### src/rtl/pkt_pkg.sv
package pkt_pkg;

	localparam int SLOTS  = 64;
	localparam int SLOT_W = (SLOTS > 1) ? $clog2(SLOTS) : 1;
	localparam int CNT_W  = $clog2(SLOTS + 1);

	// request operations
	localparam logic [1:0] OP_FILL  = 2'd0;
	localparam logic [1:0] OP_TICK  = 2'd1;
	localparam logic [1:0] OP_QUERY = 2'd2;

	// result status
	localparam logic [1:0] ST_OK   = 2'd0;
	localparam logic [1:0] ST_FULL = 2'd1;
	localparam logic [1:0] ST_MISS = 2'd2;

	localparam logic [47:0] QTY_MAX = 48'h7FFF_FFFF_FFFF;
	localparam logic [47:0] QTY_MIN = 48'h8000_0000_0000;

	localparam int MUL_STEPS = 64;
	localparam int DIV_STEPS = 128;
	localparam int STEP_W    = $clog2(DIV_STEPS + 1);

	// datapath commands
	localparam logic [3:0] DOP_NONE     = 4'd0;
	localparam logic [3:0] DOP_LATCH    = 4'd1;
	localparam logic [3:0] DOP_LOAD     = 4'd2;
	localparam logic [3:0] DOP_INIT     = 4'd3;
	localparam logic [3:0] DOP_GAIN_GO  = 4'd4;
	localparam logic [3:0] DOP_GAIN_END = 4'd5;
	localparam logic [3:0] DOP_P1_GO    = 4'd6;
	localparam logic [3:0] DOP_P1_END   = 4'd7;
	localparam logic [3:0] DOP_DIV_GO   = 4'd8;
	localparam logic [3:0] DOP_DIV_END  = 4'd9;
	localparam logic [3:0] DOP_MARK     = 4'd10;
	localparam logic [3:0] DOP_OPEN_END = 4'd11;
	localparam logic [3:0] DOP_EMIT     = 4'd12;
	localparam logic [3:0] DOP_EMIT_ERR = 4'd13;

	typedef struct packed {
		logic [63:0]        strat;
		logic [63:0]        sym_hi;
		logic [55:0]        sym_lo;
		logic signed [47:0] qty;
		logic [47:0]        avg;
		logic [47:0]        mark;
		logic [63:0]        open_pnl;
		logic [63:0]        closed_pnl;
	} rec_t;

	localparam int REC_W = $bits(rec_t);

	typedef struct packed {
		logic [3:0]        dop;
		logic [SLOT_W-1:0] addr;
		logic              ram_we;
		logic [5:0]        slot;
		logic              last;
		logic [1:0]        err;
	} cmd_t;

	typedef struct packed {
		logic [1:0] op;
		logic       key_hit;
		logic       sym_hit;
		logic       dq_zero;
		logic       opposite;
		logic       qty_zero;
		logic       arith_done;
		logic       out_free;
	} sts_t;

endpackage

### src/rtl/pkt_ctrl.sv
module pkt_ctrl import pkt_pkg::*; (
	input  logic clk,
	input  logic arst_n,
	input  logic in_valid,
	output logic in_ready,
	input  sts_t sts,
	output cmd_t cmd
);

	localparam logic [3:0] S_IDLE   = 4'd0;
	localparam logic [3:0] S_RD     = 4'd1;
	localparam logic [3:0] S_CMP    = 4'd2;
	localparam logic [3:0] S_FPREP  = 4'd3;
	localparam logic [3:0] S_GAIN_W = 4'd4;
	localparam logic [3:0] S_P1_W   = 4'd5;
	localparam logic [3:0] S_P2_W   = 4'd6;
	localparam logic [3:0] S_DIV_W  = 4'd7;
	localparam logic [3:0] S_OPEN   = 4'd8;
	localparam logic [3:0] S_OPEN_W = 4'd9;
	localparam logic [3:0] S_WR     = 4'd10;
	localparam logic [3:0] S_EMIT   = 4'd11;
	localparam logic [3:0] S_ERR    = 4'd12;

	logic [3:0]       state_q, state_d;
	logic [CNT_W-1:0] idx_q, idx_d;
	logic [CNT_W-1:0] used_q, used_d;
	logic [CNT_W-1:0] last_q, last_d;
	logic             found_q, found_d;
	logic             pass2_q, pass2_d;
	logic [1:0]       err_q, err_d;
	logic [CNT_W-1:0] idx_inc;

	assign idx_inc  = idx_q + CNT_W'(1);
	assign in_ready = (state_q == S_IDLE);

	always_comb begin
		state_d = state_q;
		idx_d   = idx_q;
		used_d  = used_q;
		last_d  = last_q;
		found_d = found_q;
		pass2_d = pass2_q;
		err_d   = err_q;

		cmd.dop    = DOP_NONE;
		cmd.addr   = idx_q[SLOT_W-1:0];
		cmd.ram_we = 1'b0;
		cmd.slot   = 6'(idx_q);
		cmd.last   = (sts.op != OP_TICK) || (idx_q == last_q);
		cmd.err    = err_q;

		unique case (state_q)
			S_IDLE: begin
				if (in_valid) begin
					cmd.dop = DOP_LATCH;
					idx_d   = '0;
					found_d = 1'b0;
					pass2_d = 1'b0;
					state_d = S_RD;
				end
			end
			S_RD: begin
				priority if (sts.op != OP_FILL && sts.op != OP_TICK && sts.op != OP_QUERY) begin
					state_d = S_IDLE;
				end else if (idx_q < used_q) begin
					state_d = S_CMP;
				end else if (sts.op == OP_FILL) begin
					if (used_q == CNT_W'(SLOTS)) begin
						err_d   = ST_FULL;
						state_d = S_ERR;
					end else begin
						// new key takes the next free slot, idx equals used here
						cmd.dop = DOP_INIT;
						used_d  = used_q + CNT_W'(1);
						state_d = S_FPREP;
					end
				end else if (sts.op == OP_TICK && found_q) begin
					idx_d   = '0;
					pass2_d = 1'b1;
				end else begin
					err_d   = ST_MISS;
					state_d = S_ERR;
				end
			end
			S_CMP: begin
				unique case (sts.op)
					OP_FILL, OP_QUERY: begin
						if (sts.key_hit) begin
							cmd.dop = DOP_LOAD;
							state_d = (sts.op == OP_FILL) ? S_FPREP : S_EMIT;
						end else begin
							idx_d   = idx_inc;
							state_d = S_RD;
						end
					end
					OP_TICK: begin
						if (!pass2_q) begin
							// first pass only finds the last matching slot
							if (sts.sym_hit) begin
								last_d  = idx_q;
								found_d = 1'b1;
							end
							idx_d   = idx_inc;
							state_d = S_RD;
						end else if (sts.sym_hit) begin
							cmd.dop = DOP_LOAD;
							state_d = S_OPEN;
						end else begin
							idx_d   = idx_inc;
							state_d = S_RD;
						end
					end
					default: state_d = S_IDLE;
				endcase
			end
			S_FPREP: begin
				priority if (sts.dq_zero) begin
					state_d = S_OPEN;
				end else if (sts.opposite) begin
					cmd.dop = DOP_GAIN_GO;
					state_d = S_GAIN_W;
				end else begin
					cmd.dop = DOP_P1_GO;
					state_d = S_P1_W;
				end
			end
			S_GAIN_W: begin
				if (sts.arith_done) begin
					cmd.dop = DOP_GAIN_END;
					state_d = S_OPEN;
				end
			end
			S_P1_W: begin
				if (sts.arith_done) begin
					cmd.dop = DOP_P1_END;
					state_d = S_P2_W;
				end
			end
			S_P2_W: begin
				if (sts.arith_done) begin
					cmd.dop = DOP_DIV_GO;
					state_d = S_DIV_W;
				end
			end
			S_DIV_W: begin
				if (sts.arith_done) begin
					cmd.dop = DOP_DIV_END;
					state_d = S_OPEN;
				end
			end
			S_OPEN: begin
				cmd.dop = DOP_MARK;
				state_d = sts.qty_zero ? S_WR : S_OPEN_W;
			end
			S_OPEN_W: begin
				if (sts.arith_done) begin
					cmd.dop = DOP_OPEN_END;
					state_d = S_WR;
				end
			end
			S_WR: begin
				cmd.ram_we = 1'b1;
				state_d    = S_EMIT;
			end
			S_EMIT: begin
				if (sts.out_free) begin
					cmd.dop = DOP_EMIT;
					if (sts.op == OP_TICK && idx_q != last_q) begin
						idx_d   = idx_inc;
						state_d = S_RD;
					end else begin
						state_d = S_IDLE;
					end
				end
			end
			S_ERR: begin
				if (sts.out_free) begin
					cmd.dop = DOP_EMIT_ERR;
					state_d = S_IDLE;
				end
			end
			default: state_d = S_IDLE;
		endcase
	end

	always_ff @(posedge clk or negedge arst_n) begin
		if (!arst_n) begin
			state_q <= S_IDLE;
			idx_q   <= '0;
			used_q  <= '0;
			last_q  <= '0;
			found_q <= 1'b0;
			pass2_q <= 1'b0;
			err_q   <= ST_OK;
		end else begin
			state_q <= state_d;
			idx_q   <= idx_d;
			used_q  <= used_d;
			last_q  <= last_d;
			found_q <= found_d;
			pass2_q <= pass2_d;
			err_q   <= err_d;
		end
	end

	a_used_max: assert property (@(posedge clk) disable iff (!arst_n)
		used_q <= CNT_W'(SLOTS))
		else $error("slot count beyond table size");
	a_cmp_after_rd: assert property (@(posedge clk) disable iff (!arst_n)
		(state_q == S_CMP) |-> ($past(state_q) == S_RD))
		else $error("compare without a read");
	a_pass2_bound: assert property (@(posedge clk) disable iff (!arst_n)
		(state_q == S_RD && pass2_q) |-> (idx_q <= last_q && idx_q < used_q))
		else $error("second tick pass ran past last match");

endmodule

### config.mk
export PLATFORM = sky130hd
export DESIGN_NAME = pkt_ctrl
export DESIGN_NICKNAME = d
export VERILOG_FILES = /design/src/rtl/pkt_pkg.sv /design/src/rtl/pkt_ctrl.sv
export SDC_FILE = /design/constraint.sdc
export NUM_CORES = 1
export LEC_CHECK = 0
export BUFFER_PORTS_ARGS = -buffer_cell sky130_fd_sc_hd__clkbuf_2
export CAP_MARGIN = 15
export CORE_ASPECT_RATIO = 1.75
export CORE_UTILIZATION = 45
export DETAILED_ROUTE_END_ITERATION = 8
export PLACE_DENSITY_LB_ADDON = 0.2
export SETUP_SLACK_MARGIN = 0.2
export SKIP_CTS_REPAIR_TIMING = 1
export SYNTH_ARGS = -nofsm -noshare
export SYNTH_HDL_FRONTEND = slang
export SYNTH_SLANG_ARGS = --single-unit
### constraint.sdc
create_clock -name clk -period 3.12 [get_ports clk]
set_clock_uncertainty 0.05 [all_clocks]
set_input_delay 0.624 -clock clk [delete_from_list [all_inputs] [get_ports clk]]
set_output_delay 0.624 -clock clk [all_outputs]
set_load 0.02 [all_outputs]
Word-level counts from Yosys, hierarchy flattened --
Index checks and enable logic that the tools add are counted.
Word-level totals: input bits 12, logic and storage cells 141, output and inout bits 21, flip-flop bits (word level) 29
Cells by class: bitwise operators 4, magnitude comparators 1, eq/ne operators 40, add/sub/neg operators 2, reduce and logical (&&, ||, !) cells 20, mux-type cells 67
Operator list (count):
- 4-bit case mux with 12 select lines | 2
- 4-bit 2-to-1 mux | 22
- 7-bit 2-to-1 mux | 10
- 2-bit inequality test (second input constant) | 16
- 7-bit case mux with 4 select lines | 1
- 2-bit 2-to-1 mux | 12
- 4-bit == test (second input constant) | 5
- 4-bit by 3-bit == test with 1-bit output (second input constant) | 4
- 5-bit AND reduction | 3
- 7-bit by 1-bit adder with 7-bit output (second input constant) | 2
- 7-bit case mux with 2 select lines | 1
- 1-bit 2-to-1 mux | 12
- 11-bit AND reduction | 1
- 3-bit 2-to-1 mux | 3
- 4-bit by 2-bit == test with 1-bit output (second input constant) | 2
- 4-bit case mux with 2 select lines | 1
- 8-bit AND reduction | 1
- 7-bit == test | 1
- 7-bit == test (second input constant) | 1
- 7-bit less-than comparator | 1
- 7-bit inequality test | 1
- 2-bit by 1-bit inequality test with 1-bit output (second input constant) | 3
- 6-bit AND reduction | 1
- 2-bit nonzero test | 3
- 17 further kinds | 25

Depth between registers and ports, before layout --
Gate-level depths: netlist (run 1).
word-level depth 7, depth in mapped cells 8, mapped depth without buffers 8

Worst setup path before layout (run 1) --
Ideal clock, no wire load.
path type register -> output, start point reg idx_q[4], end point out cmd[17] in the netlist's numbering, required time 2.446 ns, arrival 1.841 ns, stages on the path, launching flop included 7, slack 0.605 ns, buffers on the path 0, cell sequence dfrtp_1 -> ha_1 -> a21oi_1 -> o21ai_0 -> a21oi_4 -> nor2_2 -> or3_1
RTL lines:
- start: declaration | RTL line pkt_ctrl.sv:25 | logic [CNT_W-1:0] idx_q, idx_d;
- start signal: assignment | RTL line pkt_ctrl.sv:197 | idx_q <= idx_d;
- end: declaration | RTL line pkt_ctrl.sv:7 | output cmd_t cmd

==> results of run 1 <==
## worst max-delay path, stage by stage, from the launching register on
cell and delay, ns:
dfrtp_1 0.40, inv_1 0.10, ha_1 0.30, a21oi_1 0.19
o21ai_2 0.09, a21oi_4 0.18, nor2_4 0.10, or3_1 0.37
buf_2 0.16
## cell families after synthesis
logic type      share of synthesized area, %
simple gates                            23.8
xor+xnor                                5.68
compound gates                          18.1
buf+inv                                 9.63
fa+ha+maj                               4.87
mux                                     6.60
flops                                   31.4
## report_power, final
group	switching, mW	internal (mW)	leakage (nW)	total, mW
Clock	0.137	0.175	0.0443	0.312
Sequential	0.0837	0.432	0.365	0.516
Combinational	0.645	0.443	0.784	1.09
## sequential cells by signal, summed over array words and instances, names as in the netlist
| signal | flops |
|---|---|
| found_q | 1 |
| idx_q | 7 |
| state_q | 4 |
| used_q | 7 |
| pass2_q | 1 |
| err_q | 2 |
| last_q | 7 |
## routing by layer
layer / share of wire (%) / GRT usage, %
met1: 37 / 22.8
met2: 55 / 40.5
met3: 3.0 / 3.48
met4: 5.2 / 12.8
met5: 0 / 0
## worst min-delay path by stage
stage,slack (ns),startpoint,end,cells past startpoint
floorplan,0.28,arst_n,err_q[0],0
global placement,0.45,err_q[0],err_q[0],2
detailed placement,0.46,used_q[4],used_q[4],1
CTS,0.39,arst_n,idx_q[5],1
global route,0.41,arst_n,state_q[3],1
finish,0.35,arst_n,state_q[3],1
## placed cells by master (no fill, tap or decap), types with 4 or more instances in the layout
cell type / instances
a21oi_1: 8
a31oi_1: 4
and2_1: 4
and3_1: 5
buf_4: 14
clkbuf_2: 31
clkbuf_8: 6
dfrtp_1: 25
dfrtp_2: 4
ha_1: 9
inv_1: 13
mux2_2: 9
nand2_1: 16
nand2b_1: 7
nand3_1: 5
nand4_1: 5
nor2_1: 16
nor2b_1: 4
nor3_1: 8
o21ai_0: 11
o22a_1: 4
o22ai_1: 4
xnor2_1: 14
## layout make-up
cell class | count | area (sq um)
clock buffers | 7 | 86.3
fillers | 474 | 2350
inverters | 14 | 52.6
multi-input cells | 187 | 1380
flip-flops and latches | 29 | 731
well taps | 54 | 67.6
repair buffers | 46 | 265
==> flow_metrics.tcl, run 1 <==
set metrics [dict create \
    syn_inst 254 \
    clock.fmax_mhz 355 \
    worstPathRequired_ns 2.45 \
    ys_seq_area_share_pct 31.4 \
    synthesis.nets 275 \
    crit_path_max_fanout 9 \
    drc 0 \
    die_w_um 56.2 \
    dp_hpwl_mm 4.49 \
    synth_common_cells "29 x dfrtp_1, 16 x nand2_1, 16 x nor2_1" \
    dr.first_iter.drc_count 99 \
    placedInstanceArea_sq_um 2420 \
    setup_viol 0 \
    setup_ws_ns 0.299 \
    dp.cells 323 \
    reg2regPathDepth 10 \
    drive_gt1_share_pct 31.1 \
    syn_avg_cell_area_sq_um 9.10 \
    cp-end-kind "output port" \
    rows 34 \
    clock_latency_ns 0.28 \
    cts_tree "built" \
    grt_use_total_pct 22.0 \
    rsz0062_at_grt "false" \
    ys_ff_latch 29 \
    grt_pass1_vias 1938 \
    power_leakage_nw 1.19 \
    fp.dieH_um 96.8 \
    cts_buffers 5 \
    die-area_sq_um 5440 \
    vias_per_cell 5.83 \
    drt-total-wl_mm 5.80 \
    timing.rr.end "state_q[0]" \
    dr.pass1.iters 4 \
    period_share_pct 90.4 \
    antenna_found_initial 0 \
    fin_nets 304 \
    cp-start-kind "flop" \
    gr-total-overflow 0 \
    worstSetupPathType "reg -> out" \
    maxCapViolCount 0 \
    synthesis.area_sq_um 2310 \
    postRouteAntennaNets 0 \
    grt_pass1_wl_mm 9.37 \
    powerDensity_nw_per_um2 741 \
    critPathLaunch "used_q[4]" \
    synth.most_common_cell "dfrtp_1" \
    finalHoldViolations 0 \
    vdd_drop_max_mv 0.511 \
    synth_warnings 0 \
    cts_root_buf "clkbuf_8" \
    start_util_pct 46.9 \
    ys_top_cells_by_area "dfrtp_1 31%, xnor2_1 5.3%, ha_1 4.9%" \
    clk_pin_slew_ns 0.06 \
    final_cell_count_no_fill 337 \
    tns_ns 0 \
    outcome "finished clean" \
    hold_class "in -> async" \
    wl_per_cell_um 17.2 \
    gp_congestion 0.874 \
    synth_top_flop_cell "dfrtp_1" \
    grt_max_degree 30 \
    antenna_cells 0 \
    async_flop_share_pct 100 \
    cp-endpoint "cmd[17]" \
    total_power_mw 1.92 \
    portBuffers 32 \
    cp.arrival_ns 2.15 \
    synth_cell_types 57 \
    design_area_sq_um 2590 \
    cts.htree.levels 2 \
    synth_top_area_share_pct 31.4 \
    period_needed_ns 2.82 \
    vias 1966 \
    final_max_slew_viol_count 0 \
    io_pins 33 \
    dp_slack_ns 0.387 \
    tightest_slew_ns 0.745 \
    r2r-start "used_q[4]" \
    cts.sinks 29 \
    slew_headroom_pct 50.4 \
    synth_edf_count 0 \
    area_delta_synth_final_pct 11.9 \
    hold_ws_ns 0.353 \
    clk_path_buf_depth 2 \
    post-route-util_pct 52.4 \
    synth_top_area_cell "dfrtp_1" \
    core_sq_um 4930 \
    rrSetupSlack_ns 0.67 \
]
(Power assumes the default switching activity.)
==> run 2, diff against run 1 <==
--- a/config.mk
+++ b/config.mk
@@ -8,7 +8,8 @@
 export BUFFER_PORTS_ARGS = -buffer_cell sky130_fd_sc_hd__clkbuf_2
 export CAP_MARGIN = 15
 export CORE_ASPECT_RATIO = 1.75
-export CORE_UTILIZATION = 45
+export CORE_MARGIN = 8
+export CORE_UTILIZATION = 58
 export DETAILED_ROUTE_END_ITERATION = 8
 export PLACE_DENSITY_LB_ADDON = 0.2
 export SETUP_SLACK_MARGIN = 0.2
==> run 2 against run 1 <==
Against the previous run: combinational power barely moved; sequential share of layout area down 0.18 points; total power grew 3.1%; sequential power rose by 3%; critical path depth decreased by 1; register-to-register slack lost 0.06 ns; largest power group unchanged.
==> flow_metrics.tcl, run 2 (same netlist as run 1, synthesis figures left out) <==
set metrics [dict create \
    worstSetupPathType "reg -> out" \
    fp.dieH_um 99.5 \
    outcome "finished clean" \
    cts.sinks 29 \
    vias_per_cell 6.10 \
    clk_path_buf_depth 2 \
    finalHoldViolations 0 \
    fill_cells 332 \
    cts_tree "built" \
    power_leakage_nw 1.21 \
    die-area_sq_um 6340 \
    swShare_pct 45.0 \
    rsz0062_at_grt "false" \
    drive_gt1_share_pct 31.5 \
    start_util_pct 59.8 \
    dr.pass1.iters 5 \
    antenna_found_initial 0 \
    reg_top3 "idx_q (7), last_q (7), used_q (7)" \
    cp.arrival_ns 2.19 \
    rrSetupSlack_ns 0.61 \
    powerDensity_nw_per_um2 760 \
    slew_headroom_pct 51.4 \
    drt-total-wl_mm 5.86 \
    grt_pass1_wl_mm 9.75 \
    clk_pin_slew_ns 0.07 \
    setup_viol 0 \
    placedInstanceArea_sq_um 2430 \
    area_delta_synth_final_pct 12.4 \
    hold_class "in -> async" \
    clock.fmax_mhz 349 \
    rows 30 \
    final_common_cell "clkbuf_2" \
    grt_max_degree 30 \
    period_share_pct 91.7 \
    crit_path_max_fanout 9 \
    grt_use_total_pct 19.1 \
    drc 0 \
    portBuffers 32 \
    core_sq_um 3870 \
    period_needed_ns 2.86 \
    vias 2037 \
    clock_latency_ns 0.29 \
    dr.first_iter.drc_count 118 \
    combPwrFrac_pct 55.7 \
    tightest_slew_ns 0.729 \
    wl_per_cell_um 17.5 \
    design_area_sq_um 2600 \
    cts.htree.levels 2 \
    hold_ws_ns 0.332 \
    maxCapViolCount 0 \
    mostFrequentLayoutCells "31 x clkbuf_2, 26 x dfrtp_1, 16 x nand2_1, 16 x nor2_1, 16 x buf_4" \
    die_w_um 63.7 \
    gr-total-overflow 0 \
    tns_ns 0 \
    cp-end-kind "output port" \
    final_cell_count_no_fill 334 \
    post-route-util_pct 67.2 \
    antenna_cells 0 \
    cp-start-kind "flop" \
    fin_nets 306 \
    cts_buffers 5 \
    dp_hpwl_mm 4.45 \
    dp.cells 319 \
    vdd_drop_max_mv 0.581 \
    worstPathRequired_ns 2.45 \
    grt_pass1_vias 2119 \
    postRouteAntennaNets 0 \
    p_sw_mw 0.888 \
    gp_congestion 0.929 \
    io_pins 33 \
    cts_root_buf "clkbuf_8" \
    final_max_slew_viol_count 0 \
    power.clock.fraction_pct 17.4 \
    seqPwrFrac_pct 26.9 \
    internal_power_mw 1.09 \
]
## run 2: routing by layer
metal	vias to the layer above	GRT usage, %	part of all wire [%]
met5	-	0	0
met4	0	13.8	5.1
met3	28	4.62	3.9
met2	65	33.8	54
met1	993	18.6	37
li1	951	-	-
## run 2: metrics by stage
stage,worst slack [ns],power (mW)
3_3_place_gp,0.460,1.60
2_1_floorplan,0.605,1.39
5_1_grt,0.155,2.10
4_1_cts,0.116,1.96
3_5_place_dp,0.433,1.61
6_report,0.258,1.98
## run 2: worst paths after layout
path,from,to,depth (start not counted)
worst max-delay path,idx_q[4],cmd[17],7
worst min-delay path,arst_n,last_q[3],1
worst max register to register,used_q[4],state_q[0],10
worst min register to register,err_q[0],err_q[0],2
max in group asynchronous,arst_n,used_q[2],1
min in group clk,err_q[0],err_q[0],2
## run 2: cell type report
| cell class | instances | area [sq um] | area share (%) |
|---|---|---|---|
| inverter | 14 | 52.6 | 2.02 |
| sequential | 29 | 729 | 28.1 |
| multi-input combinational | 187 | 1380 | 52.9 |
| timing repair buffer | 48 | 280 | 10.8 |
| tap | 48 | 60.1 | 2.31 |
| clock buffer | 7 | 96.3 | 3.71 |
| clock inverter | 1 | 5.00 | 0.193 |
## run 2: worst max-delay path, cell delays in order (launching register included)
cell     delay (ns)
dfrtp_2        0.46
ha_1           0.35
a21oi_2        0.15
o21ai_1        0.10
a21oi_4        0.19
nor2_2         0.08
or3_1          0.40
buf_2          0.18
## run 2: power by group through the flow
stage	Combinational, mW	Sequential, mW	Clock [mW]
3_3_place_gp	1.07	0.535	0
6_report	1.10	0.532	0.343
4_1_cts	1.08	0.530	0.351
2_1_floorplan	0.901	0.492	0
5_1_grt	1.19	0.542	0.368
3_5_place_dp	1.07	0.536	0
==> run 3, diff against run 2 <==
--- a/config.mk
+++ b/config.mk
@@ -5,14 +5,13 @@
 export SDC_FILE = /design/constraint.sdc
 export NUM_CORES = 1
 export LEC_CHECK = 0
-export BUFFER_PORTS_ARGS = -buffer_cell sky130_fd_sc_hd__clkbuf_2
+export BUFFER_PORTS_ARGS = -buffer_cell sky130_fd_sc_hd__buf_4
 export CAP_MARGIN = 15
 export CORE_ASPECT_RATIO = 1.75
 export CORE_MARGIN = 8
 export CORE_UTILIZATION = 58
 export DETAILED_ROUTE_END_ITERATION = 8
-export PLACE_DENSITY_LB_ADDON = 0.2
-export SETUP_SLACK_MARGIN = 0.2
+export PLACE_DENSITY = 0.78
 export SKIP_CTS_REPAIR_TIMING = 1
 export SYNTH_ARGS = -nofsm -noshare
 export SYNTH_HDL_FRONTEND = slang
==> run 3 against run 2 <==
Against the previous run: hold slack worse by 0.13 ns; first-iteration DRC count up 36%; sequential power about the same; combinational power about the same; flip-flop and latch count unchanged; clock-buffer cell count unchanged; fmax down 2.9%; sequential share of layout area down 0.44 points; total power up 4.4%; cell area up 1.1%.
==> flow_metrics.tcl, run 3 (same netlist as run 1, synthesis figures left out) <==
set metrics [dict create \
    cp.arrival_ns 2.27 \
    antenna_cells 0 \
    slew_headroom_pct 64.6 \
    power_leakage_nw 1.20 \
    mostFrequentLayoutCells "41 x buf_4, 29 x dfrtp_1, 16 x nand2_1, 16 x nor2_1" \
    rsz0062_at_grt "false" \
    cts_root_buf "clkbuf_8" \
    portBuffers 32 \
    final_common_cell "buf_4" \
    postRouteAntennaNets 0 \
    r2r-start "idx_q[4]" \
    fin_nets 299 \
    dp_hpwl_mm 4.47 \
    grt_max_degree 30 \
    cts.htree.levels 2 \
    tns_ns 0 \
    area_delta_synth_final_pct 13.6 \
    p_sw_mw 0.876 \
    clock_latency_ns 0.28 \
    rows 30 \
    clk_path_buf_depth 2 \
    period_share_pct 94.5 \
    gp_congestion 0.935 \
    cts.sinks 29 \
    cp-end-kind "output port" \
    post-route-util_pct 67.9 \
    worstPathRequired_ns 2.45 \
    vdd_drop_max_mv 0.615 \
    combPwrFrac_pct 54.7 \
    internal_power_mw 1.19 \
    grt_pass1_vias 2044 \
    dr.first_iter.drc_count 160 \
    rrSetupSlack_ns 0.62 \
    drt-total-wl_mm 5.64 \
    reg2regPathDepth 8 \
    timing.rr.end "state_q[0]" \
    powerDensity_nw_per_um2 785 \
    wl_per_cell_um 17.2 \
    dp_slack_ns 0.403 \
    clock.fmax_mhz 339 \
    drive_gt1_share_pct 26.9 \
    swShare_pct 42.5 \
    cp-start-kind "flop" \
    period_needed_ns 2.95 \
    crit_path_max_fanout 9 \
    dp.cells 318 \
    die_w_um 63.7 \
    outcome "finished clean" \
    power.clock.fraction_pct 19.4 \
    fp.dieH_um 99.5 \
    drc 0 \
    gr-total-overflow 0 \
    reg_top3 "idx_q (7), last_q (7), used_q (7)" \
    clk_pin_slew_ns 0.06 \
    hold_class "in -> async" \
    finalHoldViolations 0 \
    setup_viol 0 \
    die-area_sq_um 6340 \
    vias_per_cell 6.08 \
    seqPwrFrac_pct 25.9 \
    cp_cell_sequence "inv_1, ha_1, a21oi_1, o21ai_1, a21oi_4, nor2_2, or3_1, buf_4" \
    crit_buf_inv 2 \
    final_cell_count_no_fill 327 \
    maxCapViolCount 0 \
    grt_use_total_pct 18.3 \
    antenna_found_initial 0 \
    final_max_slew_viol_count 0 \
    start_util_pct 59.8 \
    grt_pass1_wl_mm 9.46 \
    tightest_slew_ns 0.527 \
    dr.pass1.iters 4 \
    core_sq_um 3870 \
    crit_family "compound AO/OA/AOI/OAI gates" \
    cpMaxStageDelayCell "dfrtp_1" \
    worstSetupPathType "reg -> out" \
    cts_tree "built" \
    vias 1987 \
    cpPeakStageDelay_ns 0.44 \
    setup_ws_ns 0.173 \
    io_pins 33 \
    cts_buffers 5 \
]
run 3: metal layers:
metal / part of all wire [%] / global-route usage, % / up-vias
li1: - / - / 938
met1: 36 / 17.9 / 943
met2: 54 / 32.8 / 81
met3: 5.3 / 4.39 / 25
met4: 4.4 / 12.4 / 0
met5: 0 / 0 / -
run 3: cell type report:
type | instances | area, sq um
flip-flops and latches | 29 | 726
inverters | 14 | 52.6
well taps | 48 | 60.1
fillers | 331 | 1240
clock buffers | 7 | 86.3
repair buffers | 41 | 308
clock inverters | 1 | 30.0
multi-input cells | 187 | 1360
run 3: worst register-to-register path, stage by stage (launching register included):
cell     delay [ns]
dfrtp_1        0.47
ha_1           0.34
a21oi_1        0.06
o21ai_0        0.29
a21oi_4        0.08
buf_4          0.17
nor4_2         0.38
or3_4          0.25
mux2_4         0.30
run 3: power groups by stage:
stage / Sequential, mW / Clock (mW) / Combinational (mW)
2_1_floorplan: 0.492 / 0 / 0.901
3_3_place_gp: 0.538 / 0 / 1.11
3_5_place_dp: 0.539 / 0 / 1.12
4_1_cts: 0.533 / 0.406 / 1.12
5_1_grt: 0.542 / 0.420 / 1.22
6_report: 0.535 / 0.401 / 1.13
run 3: stage by stage:
stage          hold WS [ns]  power, mW  cell area [sq um]
2_1_floorplan         0.278       1.39               2310
3_3_place_gp          0.452       1.65               2500
3_5_place_dp          0.466       1.66               2500
4_1_cts               0.221       2.06               2620
5_1_grt               0.236       2.19               2630
6_report              0.201       2.06               2630
run 3: worst max path at each step:
stage               depth (start not counted)  startpoint       to  slack [ns]
finish                                      8   used_q[2]  cmd[17]        0.17
global route                                8   used_q[2]  cmd[17]       0.006
CTS                                         8   used_q[2]  cmd[17]        0.10
detailed placement                          8   used_q[2]  cmd[17]        0.40
global placement                            7    idx_q[4]  cmd[17]        0.44
floorplan                                   6    idx_q[4]  cmd[17]        0.61
